[config.mk]
export PLATFORM = sky130hd
export DESIGN_NAME = casd_div
export DESIGN_NICKNAME = d
export VERILOG_FILES = /design/src/sv/casd_pkg.sv /design/src/sv/casd_div.sv
export SDC_FILE = /design/constraint.sdc
export NUM_CORES = 1
export LEC_CHECK = 0
export CORE_MARGIN = 10
export CORE_UTILIZATION = 40
export CTS_CLUSTER_SIZE = 10
export DETAILED_ROUTE_END_ITERATION = 8
export DONT_BUFFER_PORTS = 1
export PLACE_DENSITY_LB_ADDON = 0.15
export SYNTH_ARGS = -nofsm -noshare
export SYNTH_HDL_FRONTEND = slang
export SYNTH_SLANG_ARGS = --single-unit
[constraint.sdc]
create_clock -name clk -period 9.3 [get_ports clk]
set_input_delay 0.465 -clock clk [delete_from_list [all_inputs] [get_ports clk]]
set_output_delay 0.465 -clock clk [all_outputs]
set_load 0.02 [all_outputs]
[src/sv/casd_pkg.sv]
// constants and types shared by the arithmetic symbol decoder
// no dependencies
package casd_pkg;

	localparam int CODE_BITS    = 32;
	localparam int FREQ_BITS    = 16;
	localparam int NUM_SYMBOLS  = 257;
	localparam int NUM_CONTEXTS = 256;

	localparam int ROW_LEN    = NUM_SYMBOLS + 1;
	localparam int TABLE_SIZE = NUM_CONTEXTS * ROW_LEN;
	localparam int ADDR_W     = $clog2(TABLE_SIZE);

	// range is one bit wider than a bound, product adds a frequency word
	localparam int RANGE_W = CODE_BITS + 1;
	localparam int PROD_W  = RANGE_W + FREQ_BITS;

	localparam logic [CODE_BITS-1:0] HALF_PT = CODE_BITS'(1) << (CODE_BITS - 1);
	localparam logic [CODE_BITS-1:0] QTR1_PT = HALF_PT >> 1;
	localparam logic [CODE_BITS-1:0] QTR3_PT = HALF_PT + QTR1_PT;

	localparam logic [1:0] KIND_WRITE  = 2'd0;
	localparam logic [1:0] KIND_INIT   = 2'd1;
	localparam logic [1:0] KIND_DECODE = 2'd2;

	localparam logic [8:0] EOF_RESET = 9'd257;

	typedef logic [CODE_BITS-1:0] code_t;
	typedef logic [FREQ_BITS-1:0] freq_t;
	typedef logic [PROD_W-1:0]    prod_t;
	typedef logic [RANGE_W-1:0]   range_t;

	// divider handshake between sequencer and divider
	typedef struct packed {
		logic   start;
		prod_t  dividend;
		range_t divisor;
	} div_req_t;

	typedef struct packed {
		logic  done;
		prod_t quotient;
	} div_rsp_t;

endpackage

[src/sv/casd_div.sv]
// restoring radix-2 divider, one quotient bit per cycle
// depends on casd_pkg
module casd_div (
	input  logic               clk,
	input  logic               arst_n,
	input  casd_pkg::div_req_t req,
	output casd_pkg::div_rsp_t rsp
);

	localparam int CNT_W = $clog2(casd_pkg::PROD_W + 1);

	logic [CNT_W-1:0]             cnt_q;
	logic                         busy_q;
	logic                         done_q;
	casd_pkg::prod_t              dvd_q;
	casd_pkg::range_t             dvs_q;
	casd_pkg::range_t             rem_q;
	logic [casd_pkg::RANGE_W:0]   trial;
	logic [casd_pkg::RANGE_W:0]   diff;
	logic                         fits;

	assign trial = {rem_q, dvd_q[casd_pkg::PROD_W-1]};
	assign fits  = trial >= {1'b0, dvs_q};
	assign diff  = trial - {1'b0, dvs_q};

	always_ff @(posedge clk or negedge arst_n) begin
		if (!arst_n) begin
			busy_q <= 1'b0;
			done_q <= 1'b0;
			cnt_q  <= '0;
		end else begin
			done_q <= 1'b0;
			if (req.start) begin
				busy_q <= 1'b1;
				cnt_q  <= CNT_W'(casd_pkg::PROD_W);
			end else if (busy_q) begin
				cnt_q <= cnt_q - 1'b1;
				if (cnt_q == CNT_W'(1)) begin
					busy_q <= 1'b0;
					done_q <= 1'b1;
				end
			end
		end
	end

	always_ff @(posedge clk) begin
		if (req.start) begin
			dvd_q <= req.dividend;
			dvs_q <= req.divisor;
			rem_q <= '0;
		end else if (busy_q) begin
			rem_q <= fits ? diff[casd_pkg::RANGE_W-1:0] : trial[casd_pkg::RANGE_W-1:0];
			dvd_q <= {dvd_q[casd_pkg::PROD_W-2:0], fits};
		end
	end

	assign rsp.done     = done_q;
	assign rsp.quotient = dvd_q;

endmodule

==> results of run 1 <==
## worst paths after layout
check                           startpoint         to  slack, ns
worst max-delay path             dvd_q[48]   dvd_q[0]       5.34
worst min-delay path                req[2]   dvs_q[2]       0.13
worst max register to register   dvd_q[48]   dvd_q[0]       5.34
worst min register to register   rem_q[14]  rem_q[14]       0.51
max in group asynchronous           arst_n     busy_q       8.60
min in group asynchronous           arst_n   cnt_q[4]       0.40
## worst reg2reg max path, stage by stage, from the launching register on
cell                       delay (ns)
sky130_fd_sc_hd__edfxtp_1        0.52
sky130_fd_sc_hd__inv_1           0.10
sky130_fd_sc_hd__ha_1            0.15
sky130_fd_sc_hd__inv_1           0.05
sky130_fd_sc_hd__fa_1            0.40
sky130_fd_sc_hd__a21o_1          0.23
sky130_fd_sc_hd__a221oi_2        0.41
sky130_fd_sc_hd__o211ai_1        0.17
sky130_fd_sc_hd__o21a_1          0.24
sky130_fd_sc_hd__a311oi_2        0.30
sky130_fd_sc_hd__nand2_2         0.60
sky130_fd_sc_hd__mux2_2          0.53
## state kept, by name (all words and copies together), names as in the netlist
signal	count
dvs_q	33
cnt_q	6
dvd_q	49
done_q	1
busy_q	1
rem_q	33
## cell type report
class / instances / area (sq um)
clock buffer: 18 / 429
clock inverter: 14 / 114
fill: 1672 / 9550
inverter: 45 / 169
multi-input combinational: 439 / 3290
sequential: 123 / 3320
tap: 225 / 282
timing repair buffer: 2 / 17.5
## stage by stage
step / power, W / area (sq um) / utilization (%) / instances
2_1_floorplan: 0.00151 / 6940 / - / 639
3_3_place_gp: 0.00165 / 7080 / 41.2 / 833
3_5_place_dp: 0.00166 / 7080 / 41.2 / 833
4_1_cts: 0.00229 / 7630 / 44.4 / 866
5_1_grt: 0.00243 / 7630 / 44.4 / 866
6_report: 0.00227 / 7630 / 44.4 / 866
## metal layers
metal | vias to the layer above | routed length, microns | global-route usage [%] | part of all wire, %
met5 | - | 0 | 0 | 0
met4 | 0 | 265 | 4.91 | 1.6
met3 | 27 | 1770 | 8.29 | 11
met2 | 138 | 7550 | 23.1 | 47
met1 | 2259 | 6650 | 16.3 | 41
li1 | 2347 | - | - | -
## power by group through the flow
stage               clock (W)  combinational [W]  sequential, W
floorplan                   0           0.000721       0.000788
global placement            0           0.000836       0.000816
detailed placement          0           0.000847       0.000816
CTS                  0.000634           0.000851       0.000808
global route         0.000652           0.000952       0.000822
finish               0.000615           0.000846       0.000807
## logic make-up (layout without fill, tap and decap cells)
logic type | after synthesis | in the layout | synth area share (%)
AO/OA/AOI/OAI | 160 | 160 | 16.4
XOR/XNOR | 28 | 28 | 3.53
adder cells (fa/ha/maj) | 36 | 36 | 6.60
buffers and inverters | 77 | 79 | 4.69
flip-flops | 123 | 123 | 47.9
multiplexers | 73 | 73 | 11.4
AND/OR/NAND/NOR | 142 | 142 | 9.50
## timing repair
action                                 CTS  global route
hold buffers                             1             0
endpoints found under the hold margin    8             0
buffers inserted                         0             0
## cell usage in the layout, fill, tap and decap left out, types with 5 or more instances in the layout
master and count:
sky130_fd_sc_hd__nand3_1 10, sky130_fd_sc_hd__a21o_1 15, sky130_fd_sc_hd__a21oi_1 36, sky130_fd_sc_hd__clkbuf_16 17
sky130_fd_sc_hd__and3_1 7, sky130_fd_sc_hd__o21a_1 7, sky130_fd_sc_hd__xor2_1 5, sky130_fd_sc_hd__nor3_1 5
sky130_fd_sc_hd__xnor2_1 23, sky130_fd_sc_hd__nand4_1 6, sky130_fd_sc_hd__edfxtp_1 82, sky130_fd_sc_hd__nor2_1 47
sky130_fd_sc_hd__inv_1 44, sky130_fd_sc_hd__mux2i_1 24, sky130_fd_sc_hd__a211oi_1 24, sky130_fd_sc_hd__nand2b_1 5
sky130_fd_sc_hd__ha_1 35, sky130_fd_sc_hd__a311oi_2 5, sky130_fd_sc_hd__o211ai_1 5, sky130_fd_sc_hd__dfrtp_1 7
sky130_fd_sc_hd__dfxtp_1 33, sky130_fd_sc_hd__nand2_1 41, sky130_fd_sc_hd__o21ai_0 23, sky130_fd_sc_hd__inv_6 5
sky130_fd_sc_hd__a31oi_1 7, sky130_fd_sc_hd__mux2_2 49
==> results summary, run 1 <==
For the final routed database, the setup TNS stands at 0 ns. The signal arrival time at the worst endpoint came out at 4.13 ns. Setup repair after global routing left no endpoint under its margin. The H-tree generated during clock tree synthesis spans 4 levels. The flow ran to the end, and the final reports show no timing, DRC or antenna violations. The combinational group share of total power came out at 37.3%. The number of cells upsized or downsized after cts came out at 0. The first-pass iteration count of the detailed router is 4. The congestion estimate from routability-driven global placement came to 0.868.

The layout-stage area growth over the synthesis result came out at 9.94%. The synthesized design contains 82 enable-type register cells. Clock tree synthesis selected as its root buffer the cell sky130_fd_sc_hd__clkbuf_16. The total power density per cell area is 297 nW/um^2. The number of DRC violations after detailed routing came out at 0. The netlist area before placement came out at 6940 sq um. The type of origin of the critical path is a flop.

Of the total power, the share spent switching nets is 37.3%. The clock network fraction of design power came out at 27.1%. The slew of the pin with the lowest slew margin is 1.13 ns. The post-synthesis net count came out at 760. The gate count of the mapped netlist is 639. The critical path is of the reg2reg type.

The achievable frequency came out at 253 MHz. The area share of the leading cell type in the synthesized netlist is 35.5%. Traced cell by cell, the critical path runs through inv_1, ha_1, inv_1, fa_1, a21o_1, a221oi_2, o211ai_1, o21a_1, a311oi_2, nand2_2, mux2_2.

The final critical-path share of the clock period came out at 42.6%. The number of DRC violations after detailed-routing iteration 0 came out at 258. The number of global-route vias before repair is 5,072. Counting stages on the worst path, the most repeated cell is sky130_fd_sc_hd__inv_1.

The critical-path maximum fanout is 33. The internal power contribution came out at 0.00142 W. Dividing the detail-routed wire length by the instance count gives 18.7 microns.

The die is 152 microns wide. The buffer levels on the longest clock path is 2. Yosys attributes the largest share of cell area to sky130_fd_sc_hd__edfxtp_1 35%, sky130_fd_sc_hd__dfxtp_1 9.5%, sky130_fd_sc_hd__mux2_2 8.0%. During synthesis, Yosys emitted a total of 0 warnings. TritonCTS built the clock tree. The worst pin sits at a relative slew slack of 24.5%. The number of cells on the worst reg-to-reg path came out at 11. The leading cell type by number of instances after synthesis is sky130_fd_sc_hd__edfxtp_1. Setup violations remaining at the end of the flow were counted as 0. The flip-flop and latch count after synthesis is 123. The number of CTS-inserted buffers is 17.

The worst-skew pair later-pin latency is 0.42 ns. The pin count of the biggest net entering global routing is 118. The maximum vdd ir drop is 0.137 mV. The number of top-level pins came out at 135.

STA classifies the critical path endpoint as a flop. The max-cap check violation count is 0. The die extent in y came out at 152 microns. The share of flip-flops with an asynchronous set or reset came out at 6.50%. The unique cell type count in the Yosys netlist is 62. The clock sink count is 123. The number of input and output port buffers inserted came out at 0. The worst hold slack after final layout came out at 0.135 ns.

The number of logic stages on the critical path including buffering came out at 11. The family with the most delay on the worst path is compound AO/OA/AOI/OAI gates. The ratio of routed vias to standard cells is 5.51. Counting instances, the worst hold path has a depth of 0. In this design, the stage delay of the slowest critical-path cell is 0.60 ns.

The largest individual stage delay along the critical path comes from the cell sky130_fd_sc_hd__nand2_2. The synthesized design spends more area on one cell type than any other, namely sky130_fd_sc_hd__edfxtp_1. The total routing usage reported by global routing is 14.6%. The number of placement rows came out at 48.

The total net switching power is 0.000846 W. The total number of vias is 4,771. The wire length reported by the detailed router is 16,200 microns.

The min-delay analysis places its worst path in the category in2reg. Once routing completed, OpenROAD measured the worst setup slack at 5.34 ns. The post-route minimum period came out at 3.96 ns. The area of the core is 17,200 sq um. The starting density of the core came out at 40.4%. The detail route stage leaves a number of antenna-violating nets equal to 0. The final-report hold violation count came out at 0. The global-route congestion overflow total is 0.

The floorplan die area is 23,000 sq um. Ranked by instance count, the synthesized netlist is headed by 82 x sky130_fd_sc_hd__edfxtp_1, 49 x sky130_fd_sc_hd__mux2_2, 47 x sky130_fd_sc_hd__nor2_1. The final net count is 749.

Once detailed placement completed, the half-perimeter wirelength came to 11,400 microns. The number of antenna repair diodes is 0. The wire length of the first global-routing pass came out at 26,600 microns. Across the routed clock network, the largest skew measured is 0.00864 ns. The max-slew violation count came out at 0. The analysis attributes to cell leakage a power of 3.03 nW. Among all flip-flop cells after synthesis, the most frequent one is sky130_fd_sc_hd__edfxtp_1.

The worst endpoint required time is 9.47 ns. The clock-pin slew of the registers on the worst-case setup and hold paths is 0.06 ns. The setup slack at placement is 5.28 ns. The total buffers and inverters traversed by the critical path came out at 2. The share of the yosys chip area belonging to registers came out at 47.9%.

The post-synthesis area per instance is 10.9 sq um. In the final layout, the share of cells above drive strength 1 is 15.6%. The share of total power dissipated in sequential elements is 35.6%. The number of antenna violations at the first check in global routing came out at 0.
(Power assumes the default switching activity.)
==> inputs of run 2 (changes only) <==
--- a/config.mk
+++ b/config.mk
@@ -5,6 +5,7 @@
 export SDC_FILE = /design/constraint.sdc
 export NUM_CORES = 1
 export LEC_CHECK = 0
+export ABC_AREA = 1
 export CORE_MARGIN = 10
 export CORE_UTILIZATION = 40
 export CTS_CLUSTER_SIZE = 10
==> constraint.sdc (replaced) <==
create_clock -name clk -period 3.9 [get_ports clk]
set_input_delay 0.195 -clock clk [delete_from_list [all_inputs] [get_ports clk]]
set_output_delay 0.195 -clock clk [all_outputs]
set_load 0.02 [all_outputs]
==> run 2 against run 1 <==
Global-route usage is 2.9 points higher. Critical path depth is 2 higher. Largest cell class is now multi-input gates. Critical endpoint is now rem_q[18]. Power grew to 2.5 times the previous value. Sequential cell count stayed put. Synthesized cell count is 67% higher. Utilization is 4.5 points higher. Maximum frequency is 53% higher. Sequential share of layout area is 8.6 points lower. Combinational power grew to 2.7 times the previous value. Setup slack worse by 4.0 ns. Non-clock buffer count is 86 higher. Register-to-register slack worse by 4.0 ns.
==> results summary, run 2 <==
More flip-flops sit in one register than any other, and that register is dvd_q. The clock period could shrink to 2.59 ns. The max-cap check violation count is 0.

The startpoint of the worst register-to-register path is dvd_q[48]. The layout-stage area growth over the synthesis result came out at 20.6%. The clock passes through at most 2 buffers. Ranked by instance count, the synthesized netlist is headed by 430 x sky130_fd_sc_hd__nand2_1, 175 x sky130_fd_sc_hd__inv_1, 82 x sky130_fd_sc_hd__edfxtp_1. The area share of the leading cell type in the synthesized netlist came out at 31.3%. The tightest min-delay check is of the in2reg type. The largest registers in the layout are dvd_q (49), dvs_q (33), rem_q (33).

Leaving out fill and tap cells, the most frequent cell in the layout is sky130_fd_sc_hd__nand2_1. The flip-flop and latch count after synthesis came out at 123. The most used flip-flop cell after synthesis is sky130_fd_sc_hd__edfxtp_1. The total number of vias came out at 6,812. The starting density of the core came out at 40.6%. The number of CTS-inserted buffers came out at 17. The worst hold path terminates at dvd_q[0].

The post-synthesis net count is 1,190. The wire length reported by the detailed router came out at 22,200 microns. The estimated wirelength of the detail-placed design came out at 15,700 microns.

The number of DRC violations after detailed routing is 0. The worst register-to-register path has a setup slack of 1.31 ns. The slew of the pin with the lowest slew margin came out at 0.917 ns. The share of the yosys chip area belonging to registers came out at 42.2%.

The run finished with clean final reports. The wire length of the first global-routing pass is 36,400 microns. The number of antenna violations at the first check in global routing was 0. The unique cell type count in the Yosys netlist is 40. The area taken by multi-input logic gates came out at 3680 sq um.

The achievable frequency is 386 MHz. Of the available clock period, the critical path in the final layout requires 66.5%. The detail route stage leaves a number of antenna-violating nets equal to 0. The number of synthesized flops with an enable pin is 82. The number of global-route vias before repair was 6,956. The final worst clock skew came out at 0.00821 ns. The fraction of power spent switching nets is 41.2%.

After global routing the overflow that remains totals 0. The tree is rooted in a sky130_fd_sc_hd__clkbuf_16. The final count of negative-setup-slack endpoints is 0.

The endpoint of the lowest-slack register-to-register path is rem_q[18]. The final layout contains 1,271 nets. The later pin in the worst-skew pair is clocked with a latency of 0.43 ns. The count of warnings emitted by yosys is 0. The clock network fraction of design power is 27.9%. Setup repair after global routing left no endpoint under its margin. The die covers 25,700 sq um. The number of input and output port buffers inserted is 0. The post-synthesis area per instance is 7.36 sq um. Counting every sink on the clock net gives 123. The total of fill cells in the finished design is 1,963. The total net switching power came out at 0.00234 W.

The signal arrival time at the worst endpoint is 2.94 ns. The area used by sequential logic in the layout came out at 3320 sq um. The clock-pin slew of the registers on the worst-case setup and hold paths came out at 0.06 ns. The number of top-level pins came out at 135. The total power density per cell area is 599 nW/um^2. After floorplanning, the core was sized to cover 19,400 sq um. In the final layout, the share of cells above drive strength 1 is 7.82%. Sorting the synthesized cells by area gives the leading types as sky130_fd_sc_hd__edfxtp_1 31%, sky130_fd_sc_hd__nand2_1 21%, sky130_fd_sc_hd__dfxtp_1 8.4%. The gate count of the mapped netlist came out at 1,069. STA classifies the critical path endpoint as a flop. The first-pass iteration count of the detailed router came out at 5. Internal power comes to 0.00334 W. Dividing the detail-routed wire length by the instance count gives 15.6 microns. Global routing consumed, over all layers together, 17.5% of the routing resources. The reported leakage power came out at 4.71 nW. The worst endpoint required time is 4.25 ns. The completed layout was analyzed and its total power is 0.00568 W.

The startpoint of the lowest-slack hold path is req[33]. The ratio of routed vias to standard cells came out at 4.77. The critical-path maximum fanout is 35.

The final-report hold violation count came out at 0. TritonCTS built the clock tree. In this run the tightest slew margin relative to its limit is 38.8%. The synthesized design spends more area on one cell type than any other, namely sky130_fd_sc_hd__edfxtp_1. After the first detailed-routing iteration, the DRC count stood at 325.

The deepest level of the CTS H-tree came out at 4. The type of origin of the critical path is a flop. For this run, asynchronously set or reset flops after synthesis account for 6.50%. The max-slew violation count is 0. Entering global routing, the biggest net connects 76 pins. The share of power burned in registers is 31.9%. The type of the worst setup path is reg2reg. 0 antenna diodes ended up in the layout.

The worst register-to-register path has a depth of 13. The die extent in y came out at 160 microns. The total negative setup slack came out at 0 ns. The number of placement rows came out at 51. The top cell types in the final layout, fill and taps aside, are 430 x sky130_fd_sc_hd__nand2_1, 174 x sky130_fd_sc_hd__inv_1, 83 x sky130_fd_sc_hd__dlygate4sd3_1.

The routability congestion estimate came out at 0.927. The floorplan step set the die width to 160 microns. sky130_fd_sc_hd__nand2_1 is the most common cell in the netlist. The number of cells on the worst hold path came out at 2. The number of flip-flops in the largest register came out at 49. The maximum vdd ir drop is 0.336 mV.

The netlist area before placement is 7870 sq um. Tracing the worst setup path back leads to its startpoint at dvd_q[48]. The combinational group share of total power is 40.2%.
-- run 2: cell types whose count changed in the layout (fill, tap and decap cells not counted), sizes merged, moves of 7 or more --
cell,previous run,this run
xnor2,23,14
inv,50,190
mux2,49,0
a21o,15,1
nand2,43,444
a211oi,26,0
and3,7,0
mux2i,24,0
nand3,10,96
dlygate4sd3,1,83
a21oi,38,25
nand3b,1,12
-- run 2: power groups by stage --
stage          combinational (W)  sequential, W  clock (W)
3_5_place_dp             0.00219        0.00184          0
2_1_floorplan            0.00182        0.00179          0
4_1_cts                  0.00229        0.00182    0.00162
3_3_place_gp             0.00218        0.00184          0
5_1_grt                  0.00261        0.00184    0.00168
6_report                 0.00228        0.00181    0.00158
-- run 2: cell families (layout without fill, tap and decap cells) --
group	after synthesis	in the layout	share of synthesized area, %
flops	123	123	42.2
xor+xnor	15	15	1.67
buf+inv	208	302	11.0
simple gates	632	632	35.6
compound gates	55	55	3.74
fa+ha+maj	36	36	5.82
-- run 2: metal layers --
layer	wire [microns]	track usage, %
met5	0	0
met4	247	4.51
met3	1800	6.14
met2	10200	28.1
met1	10000	22.0
-- run 2: final cells by class --
cell class                      instances  share of cell area [%]
Multi-Input combinational cell        738                    38.8
Sequential cell                       123                    35.0
Timing Repair Buffer                   88                    9.36
Inverter                              182                    7.20
Clock buffer                           17                    4.48
Tap cell                              265                    3.49
Clock inverter                         15                    1.62
-- run 2: worst max-delay path by stage --
stage | end | slack, ns
global placement | rem_q[2] | 1.34
finish | rem_q[18] | 1.31
detailed placement | rem_q[19] | 1.29
global route | rem_q[2] | 1.05
CTS | rem_q[19] | 1.28
floorplan | dvd_q[0] | 1.13
-- run 2: critical path: stages, from the launching register on --
cell and delay (ns):
sky130_fd_sc_hd__edfxtp_1 0.50, sky130_fd_sc_hd__inv_1 0.12, sky130_fd_sc_hd__ha_1 0.14, sky130_fd_sc_hd__inv_1 0.06, sky130_fd_sc_hd__fa_1 0.43, sky130_fd_sc_hd__nand3_1 0.12
sky130_fd_sc_hd__nand3_2 0.13, sky130_fd_sc_hd__nand2_2 0.12, sky130_fd_sc_hd__nand2_4 0.07, sky130_fd_sc_hd__nand2_8 0.24, sky130_fd_sc_hd__nand2_8 0.25, sky130_fd_sc_hd__nand2_1 0.16
sky130_fd_sc_hd__nand3_1 0.07, sky130_fd_sc_hd__o21ai_1 0.09
-- run 2: metrics by stage --
| stage | utilization (%) | cell area (sq um) | setup slack [ns] | instances | hold WS, ns |
|---|---|---|---|---|---|
| after floorplan | - | 7870 | 1.13 | 1069 | -0.101 |
| after global placement | 41.5 | 8050 | 1.34 | 1312 | -0.100 |
| after detailed placement | 41.5 | 8050 | 1.29 | 1312 | -0.100 |
| after CTS | 48.9 | 9490 | 1.28 | 1428 | 0.0470 |
| after global routing | 48.9 | 9490 | 1.05 | 1428 | 0.0651 |
| final | 48.9 | 9490 | 1.31 | 1428 | 0.0546 |
-- run 2: timing repair --
| action | CTS | global route |
|---|---|---|
| gates resized for setup | 0 | 0 |
| hold buffers | 84 | 0 |
| hold endpoints to repair | 126 | 0 |
| buffers inserted | 0 | 0 |
| endpoints found under the setup margin | 0 | 0 |
==> inputs of run 3 (changes only) <==
==> constraint.sdc (replaced) <==
create_clock -name clk -period 2.3 [get_ports clk]
set_input_delay 0.115 -clock clk [delete_from_list [all_inputs] [get_ports clk]]
set_output_delay 0.115 -clock clk [all_outputs]
set_load 0.02 [all_outputs]
==> run 3 against run 2 <==
Clock skew barely moved. Die area did not move. Non-clock buffer count rose by 31. Cell count rose by 2.2%. Sequential power rose by 70%. Largest power group unchanged. Highest routed layer unchanged.
==> results summary, run 3 (synthesis results as in run 2) <==
The run finished with clean final reports. The layout cell share with drive strength beyond 1 came out at 12.1%. The final critical-path share of the clock period is 93.5%. The number of input and output port buffers inserted is 0.

The die is 160 microns tall. The number of DRC violations after detailed-routing iteration 0 is 414. The clock passes through at most 2 buffers. The cell occurring most often along the worst timing path is sky130_fd_sc_hd__nand2_1. The final count of negative-setup-slack endpoints is 0. The utilization after layout is 51.0%. The slew of the pin with the lowest slew margin came out at 0.672 ns. The total buffers and inverters traversed by the critical path is 2. In this run, CTS created clock tree buffers numbering 17. The class of the worst hold path is in2async. For this design the top-level I/O count stands at 135. The total number of vias is 7,029. The post-route minimum period came out at 2.15 ns. The clock network fraction of design power came out at 26.4%.

The final worst clock skew came out at 0.00852 ns. The chip width is 160 microns. The number of antenna violations at the first check in global routing came out at 0.

For the worst setup path, the data required time is 2.61 ns. The number of global-route vias before repair is 7,211. The final net count is 1,302. At the end of routability-driven placement, the weighted congestion stood at 0.947. The floorplan step defined a die boundary enclosing 25,700 sq um. In this run the number of H-tree levels came out at 4. The total overflow left after global routing is 0. The max-slew violation count is 0. The maximum vdd ir drop came out at 0.550 mV. The number of placement rows came out at 51. The tool flagged a number of max-cap violations equal to 0.

Before CTS, the worst setup slack after placement is 0.0743 ns. The critical-path maximum fanout came out at 17. After layout, the worst setup slack is 0.150 ns.

The tightest slew margin relative to the limit is 55.2%. After clock tree synthesis, the clock-pin slew on the worst setup and hold paths is 0.06 ns. The number of DRC violations after detailed routing came out at 0. The wire length per cell came out at 16.1 microns. Sequential cells account for 30.2% of the total power.

The number of antenna diodes in the final layout is 0. In this run the power spent charging and discharging nets is 0.00411 W. The internal power contribution is 0.00610 W.

The final-report hold violation count is 0. Leaving out fill and tap cells, the most frequent cell in the layout is sky130_fd_sc_hd__nand2_1. Detailed placement finished with a half-perimeter wire length of 16,600 microns. In this design, the largest share of critical-path delay is due to simple AND/OR/NAND/NOR gates.

The first-pass iteration count of the detailed router is 5. The number of nets with antenna violations after routing is 0. Walking the worst path, the cells encountered are inv_1, ha_2, nand2_1, nand2_1, nand2_1, nand2_1, nand2_1, a21oi_4, nor2_8, clkbuf_16, nand3b_1, nand3_1, nand2_1. The root buffer cell chosen for the clock tree is sky130_fd_sc_hd__clkbuf_16. Among all stages on the critical path, the largest delay is contributed by sky130_fd_sc_hd__edfxtp_1. Entering global routing, the biggest net connects 85 pins. The library cells used most frequently in the layout, excluding fill and tap cells, are 420 x sky130_fd_sc_hd__nand2_1, 173 x sky130_fd_sc_hd__inv_1, 83 x sky130_fd_sc_hd__dlygate4sd3_1. The starting density of the core is 40.6%. TritonCTS built the clock tree. Counting flops per register, the top entry is dvd_q. The largest registers in the layout are dvd_q (49), dvs_q (33), rem_q (33). The layout-stage area growth over the synthesis result is 25.7%.

The combinational group share of total power is 43.4%. The fraction of power spent switching nets came out at 40.3%. Based on the critical path, the design can be clocked at up to 465 MHz.

The worst setup path is captured at a flop. The clock sink count came out at 123. The analysis attributes to cell leakage a power of 4.88 nW. The power after layout came out at 0.0102 W.

The wire length reported by the detailed router came out at 23,500 microns. The ratio of routed vias to standard cells is 4.82. The floorplan step defined a core boundary enclosing 19,400 sq um.

The number of flip-flops in the largest register is 49. The type of origin of the critical path is a flop. Global routing consumed, over all layers together, 18.3% of the routing resources.

Dividing total power by cell area gives a power density of 1030 nW/um^2. The wire length of the first global-routing pass is 38,000 microns. For the worst-skew pair, the clock arrives at the later sink with an insertion delay of 0.42 ns. The critical path is of the reg2reg type. For the worst setup path, the data arrival time is 2.46 ns.

The delay of the slowest cell on the worst path came out at 0.37 ns.
==> run 3: changes by cell type in the layout (fill, tap and decap cells not counted), sizes merged <==
cell      change
inv           -4
clkinv        -1
clkbuf        +4
buf          +30
clkinvlp      +1
bufinv        +1
==> run 3: what timing repair did <==
action,4_1_cts,5_1_grt
gates resized for setup,0,31
hold endpoints to repair,126,0
setup endpoints to repair,0,34
buffers inserted,0,2
hold buffers,84,0
==> run 3: final timing paths <==
| path | from | endpoint | slack (ns) | cells past startpoint |
|---|---|---|---|---|
| setup / recovery | dvs_q[19] | rem_q[24] | 0.15 | 13 |
| hold / removal | arst_n | cnt_q[3] | 0.04 | 1 |
| setup reg to reg | dvs_q[19] | rem_q[24] | 0.15 | 13 |
| hold reg to reg | rem_q[20] | rem_q[20] | 0.47 | 2 |
| max in group asynchronous | arst_n | done_q | 1.99 | 1 |
| min in group clk | req[82] | dvs_q[29] | 0.11 | 1 |
==> run 3: power groups by stage <==
stage | registers (W) | logic [W] | clock network (W)
6_report | 0.00308 | 0.00443 | 0.00269
5_1_grt | 0.00313 | 0.00497 | 0.00284
4_1_cts | 0.00308 | 0.00424 | 0.00275
3_5_place_dp | 0.00311 | 0.00407 | 0
3_3_place_gp | 0.00312 | 0.00406 | 0
2_1_floorplan | 0.00304 | 0.00308 | 0
==> run 3: cell type report <==
| class | count | area, sq um |
|---|---|---|
| fill | 1911 | 9510 |
| clock inverter | 12 | 138 |
| timing repair buffer | 119 | 1210 |
| inverter | 182 | 683 |
| tap | 265 | 332 |
| clock buffer | 20 | 437 |
| multi-input combinational | 738 | 3760 |
| sequential | 123 | 3320 |
==> run 3: per-stage QoR <==
step	hold slack, ns	TNS [ns]	cell area (sq um)	std cells
detailed placement	-0.180	0	8320	1340
global placement	-0.180	0	8320	1340
global route	0.0684	-0.0279	9890	1459
finish	0.0399	0	9890	1459
CTS	0.0450	0	9760	1456
floorplan	-0.181	0	7870	1069
==> run 3: layer usage <==
metal	track usage, %	routed length, microns	vias up
li1	-	-	3577
met1	22.8	10400	3193
met2	29.1	10700	227
met3	6.48	1940	32
met4	5.26	401	0
met5	0	0	-
==> run 3: worst register-to-register path, cell delays in order (launching register included) <==
cell,delay (ns)
sky130_fd_sc_hd__edfxtp_1,0.37
sky130_fd_sc_hd__inv_1,0.10
sky130_fd_sc_hd__ha_2,0.32
sky130_fd_sc_hd__nand2_1,0.08
sky130_fd_sc_hd__nand2_1,0.09
sky130_fd_sc_hd__nand2_1,0.07
sky130_fd_sc_hd__nand2_1,0.06
sky130_fd_sc_hd__nand2_1,0.15
sky130_fd_sc_hd__a21oi_4,0.10
sky130_fd_sc_hd__nor2_8,0.21
sky130_fd_sc_hd__clkbuf_16,0.23
sky130_fd_sc_hd__nand3b_1,0.11
sky130_fd_sc_hd__nand3_1,0.10
sky130_fd_sc_hd__nand2_1,0.05
